### src/sv/tph_pkg.sv
// Shared constants, request and register codes, and store control type
// for the two-axis profile histogram. No dependencies.
package tph_pkg;

  localparam int MAX_WIRES  = 64;
  localparam int COUNT_BITS = 32;
  localparam int ADDR_BITS  = $clog2(MAX_WIRES);
  localparam int WIRE_BITS  = $clog2(MAX_WIRES + 1);

  localparam logic [1:0] REQ_SAMPLE = 2'd0;
  localparam logic [1:0] REQ_READ   = 2'd1;
  localparam logic [1:0] REQ_CLEAR  = 2'd2;

  localparam logic [2:0] CFG_X_LIMIT    = 3'd0;
  localparam logic [2:0] CFG_Y_LIMIT    = 3'd1;
  localparam logic [2:0] CFG_BPM_HOR    = 3'd2;
  localparam logic [2:0] CFG_BPM_VER    = 3'd3;
  localparam logic [2:0] CFG_WIRE_COUNT = 3'd4;

  localparam logic [COUNT_BITS-1:0] CNT_MAX = '1;

  typedef struct packed {
    logic inc;
    logic clr;
  } store_ctl_t;

endpackage

### src/sv/tph_axis.sv
// One axis of the wire mapping: window test and scale multiply, registered,
// then offset, floor and clamp to a wire index. Uses tph_pkg.
module tph_axis (
  input  logic                           clk,
  input  logic                           en,
  input  logic signed [31:0]             pos,
  input  logic [30:0]                    half,
  input  logic [31:0]                    scale,
  input  logic [tph_pkg::WIRE_BITS-1:0]  wires,
  output logic                           hit,
  output logic [tph_pkg::ADDR_BITS-1:0]  idx
);
  import tph_pkg::*;

  logic        inwin;
  logic        neg;
  logic [63:0] prod;

  logic signed [32:0] pos_ext;
  logic signed [32:0] half_ext;
  logic [31:0]        mag;
  logic [63:0]        offs;
  logic [64:0]        sum;
  logic [31:0]        quot;
  logic [WIRE_BITS-1:0] wmax;

  assign pos_ext  = {pos[31], pos};
  assign half_ext = {2'b00, half};
  assign mag      = pos[31] ? 32'(-pos) : 32'(pos);

  always_ff @(posedge clk) begin
    if (en) begin
      inwin <= (pos_ext < half_ext) && (pos_ext > -half_ext);
      neg   <= pos[31];
      prod  <= 64'(mag) * 64'(scale);
    end
  end

  // wires/2 in Q32.32
  assign offs = 64'(wires) << 31;
  assign sum  = neg ? ({1'b0, offs} - {1'b0, prod}) : ({1'b0, prod} + {1'b0, offs});
  assign quot = (neg && sum[64]) ? 32'd0 : sum[63:32];
  assign wmax = wires - 1'b1;

  assign hit = inwin;
  assign idx = (quot > 32'(wmax)) ? ADDR_BITS'(wmax) : ADDR_BITS'(quot);

endmodule

### config.mk
export PLATFORM = sky130hd
export DESIGN_NAME = tph_axis
export DESIGN_NICKNAME = d
export VERILOG_FILES = /design/src/sv/tph_pkg.sv /design/src/sv/tph_axis.sv
export SDC_FILE = /design/constraint.sdc
export NUM_CORES = 2
export LEC_CHECK = 0
export ABC_AREA = 1
export BUFFER_PORTS_ARGS = -buffer_cell sky130_fd_sc_hd__buf_2
export CORE_MARGIN = 4
export CORE_UTILIZATION = 40
export CTS_BUF_LIST = sky130_fd_sc_hd__clkbuf_4
export DETAILED_ROUTE_END_ITERATION = 7
export SLEW_MARGIN = 0
export SYNTH_ARGS = -nofsm -noshare
export SYNTH_HDL_FRONTEND = slang
export SYNTH_SLANG_ARGS = --single-unit
### constraint.sdc
create_clock -name clk -period 17.6 [get_ports clk]
set_input_delay 0.88 -clock clk [delete_from_list [all_inputs] [get_ports clk]]
set_output_delay 0.88 -clock clk [all_outputs]
set_load 0.01 [all_outputs]
# [After elaboration in Yosys (flattened, before gate mapping)]
# Index checks and enable logic that the tools add are counted.
[totals] regBits=66 input_bits=104 output_inout_bits=7 word_cells=18
[op_classes] add_sub_neg=5 multipliers=1 order_cmp=3 n_mux=4 reduce_logical=2
[op_table] operator="$add 64x38->65" count=1
[op_table] operator="$mux 65" count=1
[op_table] operator="$sub 38x64->65" count=1
[op_table] operator="$mul 32x32->64" count=1
[op_table] operator="$mux 32" count=2
[op_table] operator="$gt 32x33->1" count=1
[op_table] operator="$neg 31->33" count=1
[op_table] operator="$gt 32x7->1" count=1
[op_table] operator="$lt 32x32->1" count=1
[op_table] operator="$neg 32->32" count=1
[op_table] operator="$sub 7x1->7 const B" count=1
[op_table] operator="$mux 6" count=1
[op_table] operator="$logic_and 1x1->1" count=2

# [Depth between registers and ports, before layout]
[depth] depth_word=6 depth_mapped=42 ltp_nobuf=39

# [Least setup slack after synthesis]
# No wires, ideal clock.
[synth_timing] kind="input to register" from="input port pos[0]" to="register prod[52] (data pin)" arrival_ns=8.918 t_required_ns=17.341 path_slack_ns=8.423 cell_stages=37 path_buffers=3 cell_sequence="buf_6 -> clkbuf_1 -> inv_1 -> ha_1 -> nand3_1 -> nor2_2 -> nand2_1 -> nor2_1 -> nand2_1 -> o21ai_0 -> o21ai_0 -> xor2_1 -> clkinv_1 -> buf_2 -> nor2_1 -> fa_1 -> fa_1 -> inv_1 -> fa_1 -> fa_1 -> inv_1 -> fa_1 -> fa_1 -> fa_1 -> inv_1 -> fa_1 -> inv_1 -> ha_1 -> a21oi_1 -> nor2_1 -> nor2_1 -> a21boi_0 -> nand2_1 -> a31oi_1 -> o21ai_0 -> a21oi_1 -> xnor2_1"
[synth_between] elab_chain_cells=3
[synth_rtl] element="start, declared" line_no="tph_axis.sv:6" text="input logic signed [31:0] pos,"
[synth_rtl] element="$neg 32->32" line_no="tph_axis.sv:29" text="assign mag = pos[31] ? 32'(-pos) : 32'(pos);"
[synth_rtl] element="$mux 32 (*)" line_no="tph_axis.sv:29"
[synth_rtl] element="$mul 32x32->64 (*)" line_no="tph_axis.sv:35" text="prod <= 64'(mag) * 64'(scale);"
[synth_rtl] element="end signal, assigned" line_no="tph_axis.sv:35"
[synth_rtl] element="end, declared" line_no="tph_axis.sv:17" text="logic [63:0] prod;"
# Every way passes the cells marked *; elsewhere a longest branch is shown, timed or not.
# A chain may end at the register's enable or synchronous reset.

# [Final worst setup path]
[layout_timing] from="input port pos[0]" to="register prod[58] (data pin)"
# The elaborated chain is that of the path after synthesis.

==> qor.yml <==
criticalPathCategory: "in2reg"
synth_common_cells: "1291 x inv_1, 1083 x nand2_1, 906 x nor2_1"
wire_per_inst_um: 21.3
hold_path.class: "in2reg"
critPathRequiredTime_ns: 17.83
grt_pass1_vias: 38200
clkTransAtPathRegs_ns: 0.20
routabilityCongestion: 0.986
post-dp-hpwl_mm: 120
cpMostUsedCell: "fa_1"
drtPass1Iterations: 8
slew_viol_final: 0
die_h_um: 332
die_area_um2: 110000
yosys.area.top_type_share_pct: 42.8
area_delta_synth_final_pct: 4.97
num_rows: 118
period_needed_ns: 11.03
drcViolationCount: 0
synthTopCellsByArea: "fa_1 43%, inv_1 12%, ha_1 10%, nand2_1 9.7%, nor2_1 8.1%"
syn_nets: 6864
die_w_um: 332
antenna_left: 0
fin_util_pct: 42.4
gr-total-overflow: 0
cts_sinks: 66
drive_above_1_share_pct: 4.15
arrival_ns: 11.26
io_pins: 111
slowest_stage: "clkinv_1"
setup_viol_count_final: 0
antenna_found_initial: 3
grt_max_degree: 67
final_nets: 6845
root_buffer: "clkbuf_4"
grt_pass1_wl_mm: 226
synth-seq-cells: 66
syn_avg_cell_area_um2: 7.60
drv_cap: 0
max_stage_delay_ns: 0.88
postCtsSetupBuffers: 0
status: "finished, final reports clean"
numCtsBuffers: 9
start_util_pct: 40.4
synth_top_area_cell: "fa_1"
seq_area_frac_synth_pct: 4.73
synth_edf_count: 66
ys.flop_type: "edfxtp_1"
hold_viol_final: 0
worst_pin_slew_ns: 1.29
yosysWarnings: 0
critPathLaunchType: "input pin"
maxSlewHeadroom_pct: 13.8
clockBufferDepth: 2
synth-async-reset-ratio_pct: 0
synth.distinct_cells: 56
cts_hold_buf: 0
fmax_mhz: 90.7
syn-cell-area_um2: 41900
drt-met1-wl_mm: 58.3
io_buffers: 110
drt-total-wl_mm: 146
grt_util_all_layers_pct: 26.8
crit_fanout: 34
period_share_pct: 62.7
drtIter0Drc: 2743
rsz0062_at_grt: "no"
wl_met3_mm: 13.3
endpoint_kind: "flip-flop"
synth_most_common_cell: "inv_1"
htreeDepth: 3
tritoncts: "built"
dr_wl_met2_mm: 67.3
cts_resized: 0
fin_tns_setup_ns: 0
synth_cells: 5513
top_layer_used: "met5"
vias: 35900
via_per_inst: 5.22
fillers: 10800
placeableCoreArea_um2: 104000
flip-flops by register name (all words and copies together), names as in the netlist:
register  count
prod         64
neg           1
hit           1
cell usage in the layout (no fill, tap or decap), types with 5 or more instances in the layout:
master	netlist	routed
a21o_1	11	11
clkbuf_4	0	10
nor3_1	46	46
a31oi_1	18	18
xnor2_1	21	20
o211ai_1	10	10
a21oi_1	136	136
inv_1	1291	1291
nor2_1	906	906
nand2_1	1083	1083
o21ai_0	76	76
ha_1	350	350
nand2_2	5	5
buf_2	23	110
a21boi_0	7	7
clkinv_1	21	21
nand4_1	39	39
nand3_1	152	152
nor2_4	10	10
xor2_1	92	91
or2_2	12	12
fa_1	897	897
buf_4	2	48
nand3b_1	8	8
o21bai_1	7	7
nor4_1	10	10
edfxtp_1	66	66
worst paths after layout:
check	cells past startpoint	to	startpoint	slack [ns]
setup / recovery	36	prod[58]	pos[0]	6.57
hold / removal	1	neg	pos[31]	0.89
through the flow:
step / hold WS [ns] / worst slack [ns] / instance area [µm²] / std cells
floorplan: 0.979 / 8.42 / 41900 / 5513
global placement: 1.43 / 6.25 / 43800 / 6863
detailed placement: 1.42 / 6.22 / 43800 / 6863
CTS: 0.826 / 6.77 / 44000 / 6879
global route: 0.856 / 6.28 / 44000 / 6880
finish: 0.887 / 6.57 / 44000 / 6880
critical path, delay by kind of cell:
| kind | cells | cell delay [ns] |
|---|---|---|
| adders and majority gates | 10 | 4.68 |
| and+or+nand+nor | 11 | 2.40 |
| buffers and inverters | 9 | 2.37 |
| AOI/OAI and AO/OA | 4 | 0.60 |
| xor gates and xnor gates | 2 | 0.30 |
per-layer routing:
layer / global-route usage (%) / vias to the layer above
li1: - / 16100
met1: 34.2 / 17800
met2: 44.1 / 1652
met3: 6.16 / 336
met4: 11.2 / 4
met5: 0 / -
area by class of cell:
type	instances	area, µm²	area share [%]
antenna	1	2.50	0.00569
clock buffer	10	75.1	0.171
clock inverter	6	115	0.262
inverter	1317	4950	11.2
multi-input combinational	3942	34200	77.8
sequential	66	1980	4.50
tap	1380	1730	3.92
timing repair buffer	158	911	2.07
cells by family (layout without fill, tap and decap cells):
group / Yosys count / after routing / synth area share (%)
flops: 66 / 66 / 4.73
buf+inv: 1505 / 1491 / 13.6
xor+xnor: 114 / 114 / 2.43
other cells: 0 / 1 / 0
fa+ha+maj: 1247 / 1247 / 53.3
compound gates: 283 / 283 / 3.78
simple gates: 2298 / 2298 / 22.1
Power is not shown: default switching activity piles up to over one toggle a cycle in this logic, so the estimate is an artifact.
