`src/sv/tph_pkg.sv`:
```
// Shared constants, request and register codes, and store control type
// for the two-axis profile histogram. No dependencies.
package tph_pkg;

  localparam int MAX_WIRES  = 64;
  localparam int COUNT_BITS = 32;
  localparam int ADDR_BITS  = $clog2(MAX_WIRES);
  localparam int WIRE_BITS  = $clog2(MAX_WIRES + 1);

  localparam logic [1:0] REQ_SAMPLE = 2'd0;
  localparam logic [1:0] REQ_READ   = 2'd1;
  localparam logic [1:0] REQ_CLEAR  = 2'd2;

  localparam logic [2:0] CFG_X_LIMIT    = 3'd0;
  localparam logic [2:0] CFG_Y_LIMIT    = 3'd1;
  localparam logic [2:0] CFG_BPM_HOR    = 3'd2;
  localparam logic [2:0] CFG_BPM_VER    = 3'd3;
  localparam logic [2:0] CFG_WIRE_COUNT = 3'd4;

  localparam logic [COUNT_BITS-1:0] CNT_MAX = '1;

  typedef struct packed {
    logic inc;
    logic clr;
  } store_ctl_t;

endpackage

```
`src/sv/tph_store.sv`:
```
// Wire counter store: memory with per-entry valid bits, registered read,
// saturating increment with write forwarding, all-entry clear. Uses tph_pkg.
module tph_store (
  input  logic                           clk,
  input  logic                           rst,
  input  logic                           en,
  input  logic [tph_pkg::ADDR_BITS-1:0]  rd_addr,
  input  tph_pkg::store_ctl_t            ctl,
  output logic [tph_pkg::COUNT_BITS-1:0] cur
);
  import tph_pkg::*;

  logic [COUNT_BITS-1:0] mem [MAX_WIRES];
  logic [MAX_WIRES-1:0]  vld;
  logic [ADDR_BITS-1:0]  addr;
  logic [COUNT_BITS-1:0] rd_data;
  logic                  rd_ok;
  logic                  fwd;
  logic [COUNT_BITS-1:0] fwd_data;
  logic [COUNT_BITS-1:0] upd;

  assign cur = fwd ? fwd_data : (rd_ok ? rd_data : '0);
  assign upd = (cur == CNT_MAX) ? cur : cur + 1'b1;

  always_ff @(posedge clk) begin
    if (en) begin
      rd_data  <= mem[rd_addr];
      addr     <= rd_addr;
      fwd_data <= upd;
      if (ctl.inc) begin
        mem[addr] <= upd;
      end
    end
  end

  always_ff @(posedge clk) begin
    if (rst) begin
      vld   <= '0;
      rd_ok <= 1'b0;
      fwd   <= 1'b0;
    end else if (en) begin
      rd_ok <= vld[rd_addr] && !ctl.clr;
      fwd   <= ctl.inc && (addr == rd_addr);
      if (ctl.clr) begin
        vld <= '0;
      end else if (ctl.inc) begin
        vld[addr] <= 1'b1;
      end
    end
  end

endmodule

```
`config.mk`:
```
export PLATFORM = sky130hd
export DESIGN_NAME = tph_store
export DESIGN_NICKNAME = d
export VERILOG_FILES = /design/src/sv/tph_pkg.sv /design/src/sv/tph_store.sv
export SDC_FILE = /design/constraint.sdc
export NUM_CORES = 2
export LEC_CHECK = 0
export ABC_AREA = 1
export BUFFER_PORTS_ARGS = -buffer_cell sky130_fd_sc_hd__buf_2
export CAP_MARGIN = 40
export CORE_ASPECT_RATIO = 2
export CORE_MARGIN = 4
export CORE_UTILIZATION = 40
export CTS_CLUSTER_DIAMETER = 30
export DETAILED_ROUTE_END_ITERATION = 6
export GPL_ROUTABILITY_DRIVEN = 0
export PLACE_DENSITY = 0.61
export SLEW_MARGIN = 20
export SYNTH_ARGS = -nofsm -noshare
export SYNTH_HDL_FRONTEND = slang
export SYNTH_SLANG_ARGS = --single-unit
export TNS_END_PERCENT = 100
```
`constraint.sdc`:
```
create_clock -name clk -period 13.05 [get_ports clk]
set_clock_uncertainty 0.05 [all_clocks]
set_input_delay 1.9575 -clock clk [delete_from_list [all_inputs] [get_ports clk]]
set_output_delay 1.9575 -clock clk [all_outputs]
set_load 0.02 [all_outputs]
```
# --- Yosys cells after proc, flatten, opt, wreduce, memory -nomap -nowiden ---
# Memories as Yosys holds them, arrays and structs flattened. A register that Yosys moved wholly into a read port is not among the register bits.
# Cells that the tools add are included.
totals:
  reg_bits: 104
  ram_bits: 2048
  inputBits: 11
  out_inout_bits: 32
  word_cells: 31
  mem_count: 1
classes:
  add_sub_neg: 1
  magnitude_cmp: 3
  eq_ne: 2
  mux: 12
  n_bitwise: 1
  reduce_logical: 6
memory_table:
  columns: ["name", "words", "word_bits", "read_ports", "rd_ports_with_merged_regs", "wr", "line_no", "text"]
  rows:
  - ["mem", 64, 32, 1, 1, 1, "tph_store.sv:13", "logic [COUNT_BITS-1:0] mem [MAX_WIRES];"]
op_table:
  columns: ["operator", "n"]
  rows:
  - ["$mux W64", 2]
  - ["$mux W32", 3]
  - ["$or A64 B64 Y64", 1]
  - ["$add A32 B1 Y32 const B", 1]
  - ["$eq A32 B32 Y1 const B", 1]
  - ["$lt A6 B7 Y1 const B", 2]
  - ["$bmux W1 S6", 1]
  - ["$demux W1 S6", 1]
  - ["$eq A6 B6 Y1", 1]
  - ["$ge A6 B1 Y1 const B", 1]
  - ["$mux W1", 5]
  - ["$logic_and A1 B1 Y1", 3]
  - ["$reduce_and A2 Y1", 1]
  - ["$reduce_bool A2 Y1", 1]
  - ["$logic_not A1 Y1", 1]

# --- Depth between registers and ports, before layout ---
depth:
  ltp_word: 7
  depth_mapped: 15
  mapped_depth_nobuf: 13

# --- Worst setup path after synthesis ---
# Ideal clock, no wire load.
synth_path:
  path_kind: "input-to-reg"
  from: "input ctl[1] in the netlist's numbering"
  to: "memory mem[15][0], enable pin"
  setup_ns: 0.461
  arrival_time_ns: 4.689
  path_slack_ns: 7.850
  cell_stages: 4
  path_buffers: 2
  cell_sequence: "nand2_1 -> clkbuf_1 -> buf_1 -> nor3_1"
synth_via:
  elab_chain_cells: 3
synth_rtl:
  columns: ["item", "line_no", "text"]
  rows:
  - ["from (decl)", "tph_store.sv:8", "input tph_pkg::store_ctl_t ctl,"]
  - ["$mux W1", "tph_store.sv:30", "if (ctl.inc) begin"]
  - ["$mux W1", "tph_store.sv:26", "if (en) begin"]
  - ["$mux W1 (implied by the code)", "tph_store.sv:31", "mem[addr] <= upd;"]
  - ["to (decl)", "tph_store.sv:13", null]
# No other way between the ends.

==> flow_summary_export.csv <==
group,metric,value,unit
sta,timing.final.max_slew_violations,0,
floorplan,chipHeight,668.6,um
grt,largest_net_degree_at_the_start_of_global_routing,199,
route,vias,59050,
logic_synthesis,yosysSeqAreaShare,74.39,%
cts,cts.hold.buffers_added,0,
sta,final_hold_viol_count,0,
grt,overflow,0,
logic_synthesis,yosys_warn_count,0,
setup_path,critPathKind,"in2reg",
placed_design,placedCellCount,9538,
sta,max_clock_freq,187.6,MHz
logic_synthesis,asyncSetResetFlopFracSynth,0,%
layout,fraction_of_final_layout_cells_with_drive_strength_greater_than_1,10.18,%
logic_synthesis,ys_seq_elements,2184,
logic_synthesis,netlist_instances,6991,
floorplan,core_area,0.2171,mm2
layout,mostFrequentLayoutCells,"2118 x sky130_fd_sc_hd__edfxtp_1, 1120 x sky130_fd_sc_hd__nor2_1, 1038 x sky130_fd_sc_hd__o21ai_0, 776 x sky130_fd_sc_hd__nand2_1, 515 x sky130_fd_sc_hd__o22ai_1",
cts,clk_transition_reported_paths,0.07,ns
sta,setup_violations,0,
outcome,run_status,"completed",
floorplan,die-width,338.3,um
layout,footprint_of_the_flip_flops_and_latches,0.06492,mm2
layout,nNetsFinal,6955,
cts,clock_sinks,2184,
placed_design,dp_hpwl,150300,um
power_and_ir_drop,irDropWorstVdd,0.1211,mV
layout,cell_count_final_fillers_out,9913,
layout,multi_input_area,0.02028,mm2
setup_path,worst-r2r-setup-slack,8.89,ns
placed_design,io_buffer_count,42,
sta,finalWorstPathRequiredPeriod,5.331,ns
route,detail_route.vias_per_cell,5.957,
sta,rsz_0062_raised_after_global_routing,"no",
cts,clock_tree.htree_level_count,4,
route,firstDrtPassIters,6,
cts,cts_tree,"yes",
grt,wire_length_of_the_first_global_routing_pass,389800,um
cts,numCtsBuffers,200,
cts,cts_setup_buffers,0,
setup_path,worstPathMaxFanout,194,
cts,root_buffer,"sky130_fd_sc_hd__clkbuf_16",
floorplan,std_cell_rows,242,
logic_synthesis,syn_area,0.08727,mm2
route,post-route-drc-count,0,
logic_synthesis,synthesis.nets,7002,
setup_path,worstPathRequired,13.71,ns
layout,fillers,18950,
sta,worst_slew_pin_slew,1.058,ns
power_and_ir_drop,static-leakage-power,32.17,nW
logic_synthesis,synth_enable_flop_cells,2118,
logic_synthesis,most_common_flop_cell_mapped_by_yosys,"sky130_fd_sc_hd__edfxtp_1",
grt,via_count_of_the_first_global_routing_pass,57450,
setup_path,cp_data_arrival_time,5.99,ns
grt,antenna_found_initial,6,
setup_path,critical_path.startpoint_type,"input port",
layout,areaGrowthSynthToFinish,12.27,%
sta,maxSlewHeadroom,29.45,%
setup_path,setup.worst_path.end_class,"flop",
layout,most_common_library_cell_in_the_layout_ignoring_fill_and_taps,"sky130_fd_sc_hd__edfxtp_1",
route,postRouteAntennaNets,0,
route,initialDrtViolationCount,6377,
sta,setup_tns,0,ns
sta,finalCritPeriodShare,40.85,%
grt,groute.usage.overall,23.20,%
route,wirelength,271400,um
cts,ctsResizeCount,0,
flow_run,drv.max_cap_violation_count,0,
route,detail_route.wl_per_cell,27.37,um
floorplan,boundaryPins,43,
logic_synthesis,synth.distinct_cells,39,
cts,cts.path.max_buffers,4,
power_and_ir_drop,power_per_cell_area,149.4,mW/mm2
logic_synthesis,postSynthAreaPerCell,12.48,um2
floorplan,area_of_the_die,0.2262,mm2
worst_hold_path,hold_class,"reg2reg",
cts,clock_latency,0.87,ns
floorplan,start_util,40.20,%
-- logic make-up (layout without fill, tap and decap cells) --
family,after synthesis,count (layout),synth area share [%]
xor+xnor,3,3,0.03011
buf+inv,582,695,2.856
other cells,0,3,0
flops,2184,2184,74.39
simple gates,2583,2583,12.47
compound gates,1639,1639,10.25
-- sequential cells by signal, indices dropped and copies added, names as in the netlist --
name / flops
addr: 6
rd_data: 32
vld: 64
rd_ok: 1
fwd_data: 32
fwd: 1
mem: 2048
-- through the flow --
stage	cell area [um2]	power, mW	setup slack [ns]	hold slack (ns)	util, %
CTS	97740	14.69	7.624	0.4003	45.02
global route	97970	15.03	7.632	0.4130	45.13
global placement	90740	8.673	6.788	0.3872	41.79
finish	97980	14.64	7.719	0.4001	45.13
floorplan	87270	8.355	7.850	0.3801	-
detailed placement	91000	8.692	6.726	0.3906	41.92
-- synthesized netlist by cell type (2+ instances only) --
cell type | number | area share, %
sky130_fd_sc_hd__nand2_1 | 779 | 3.4
sky130_fd_sc_hd__o21ai_1 | 3 | 0.017
sky130_fd_sc_hd__inv_1 | 71 | 0.31
sky130_fd_sc_hd__inv_2 | 11 | 0.047
sky130_fd_sc_hd__o22ai_1 | 515 | 3.7
sky130_fd_sc_hd__nor3_2 | 19 | 0.22
sky130_fd_sc_hd__buf_4 | 10 | 0.086
sky130_fd_sc_hd__buf_6 | 12 | 0.15
sky130_fd_sc_hd__nand4_1 | 7 | 0.050
sky130_fd_sc_hd__clkbuf_1 | 294 | 1.3
sky130_fd_sc_hd__buf_1 | 37 | 0.16
sky130_fd_sc_hd__xor2_1 | 2 | 0.020
sky130_fd_sc_hd__buf_2 | 144 | 0.83
sky130_fd_sc_hd__nor2_2 | 6 | 0.043
sky130_fd_sc_hd__o21bai_1 | 2 | 0.017
sky130_fd_sc_hd__nor2_1 | 1120 | 4.8
sky130_fd_sc_hd__a22o_2 | 2 | 0.023
sky130_fd_sc_hd__nand3_2 | 20 | 0.23
sky130_fd_sc_hd__nand3_1 | 511 | 2.9
sky130_fd_sc_hd__a21oi_1 | 23 | 0.13
sky130_fd_sc_hd__a22oi_1 | 4 | 0.034
sky130_fd_sc_hd__nor2_4 | 2 | 0.026
sky130_fd_sc_hd__clkinv_1 | 3 | 0.013
sky130_fd_sc_hd__nand3b_1 | 2 | 0.017
sky130_fd_sc_hd__a31oi_1 | 45 | 0.32
sky130_fd_sc_hd__or2_1 | 2 | 0.014
sky130_fd_sc_hd__o211ai_1 | 5 | 0.043
sky130_fd_sc_hd__nand2_2 | 16 | 0.11
sky130_fd_sc_hd__and2_1 | 27 | 0.19
sky130_fd_sc_hd__dfxtp_1 | 66 | 1.5
sky130_fd_sc_hd__o21ai_0 | 1038 | 6.0
sky130_fd_sc_hd__nor3_1 | 69 | 0.40
sky130_fd_sc_hd__edfxtp_1 | 2118 | 73
-- critical path: stages --
cell and delay [ns]:
sky130_fd_sc_hd__buf_8 0.18, sky130_fd_sc_hd__inv_8 0.59, sky130_fd_sc_hd__buf_12 0.63, sky130_fd_sc_hd__buf_4 0.38, sky130_fd_sc_hd__buf_16 0.30, sky130_fd_sc_hd__o21ai_0 0.15
sky130_fd_sc_hd__o22ai_1 0.20, sky130_fd_sc_hd__nand2_1 0.08, sky130_fd_sc_hd__nand3_1 0.10, sky130_fd_sc_hd__nand3_1 0.43, sky130_fd_sc_hd__nand3_1 0.43, sky130_fd_sc_hd__and2_1 0.19
-- power by group --
group | switching [mW] | internal, mW | leakage (nW)
Clock | 2.65 | 3.43 | 3.24
Sequential | 0.0241 | 7.68 | 20.2
Combinational | 0.646 | 0.206 | 8.71
-- routing by layer --
metal | share of wire (%) | wire [um] | global-route usage (%) | up-vias
li1 | - | - | - | 25540
met1 | 35 | 94160 | 26.66 | 29670
met2 | 50 | 134800 | 40.37 | 3044
met3 | 8.1 | 21930 | 3.479 | 791
met4 | 7.5 | 20470 | 15.25 | 2
met5 | 0.0048 | 13 | 0 | -
-- final timing paths --
path / start / to / cells past startpoint
setup reg to reg: rd_ok$_SDFFE_PP0P_ / mem[35][3]$_DFFE_PP_ / 12
hold / removal: vld[36]$_SDFFE_PP0P_ / vld[36]$_SDFFE_PP0P_ / 2
setup / recovery: rd_addr[0] / rd_data[29]$_DFFE_PP_ / 12
hold reg to reg: vld[36]$_SDFFE_PP0P_ / vld[36]$_SDFFE_PP0P_ / 2
-- cell type report --
class	count	area share, %
repair buffers	248	2.209
inverters	85	0.3550
clock buffers	235	5.361
diodes	3	0.007662
well taps	2806	3.583
flip-flops and latches	2184	66.26
clock inverters	127	1.520
multi-input cells	4225	20.70
Power figures use the tool's default switching activity.
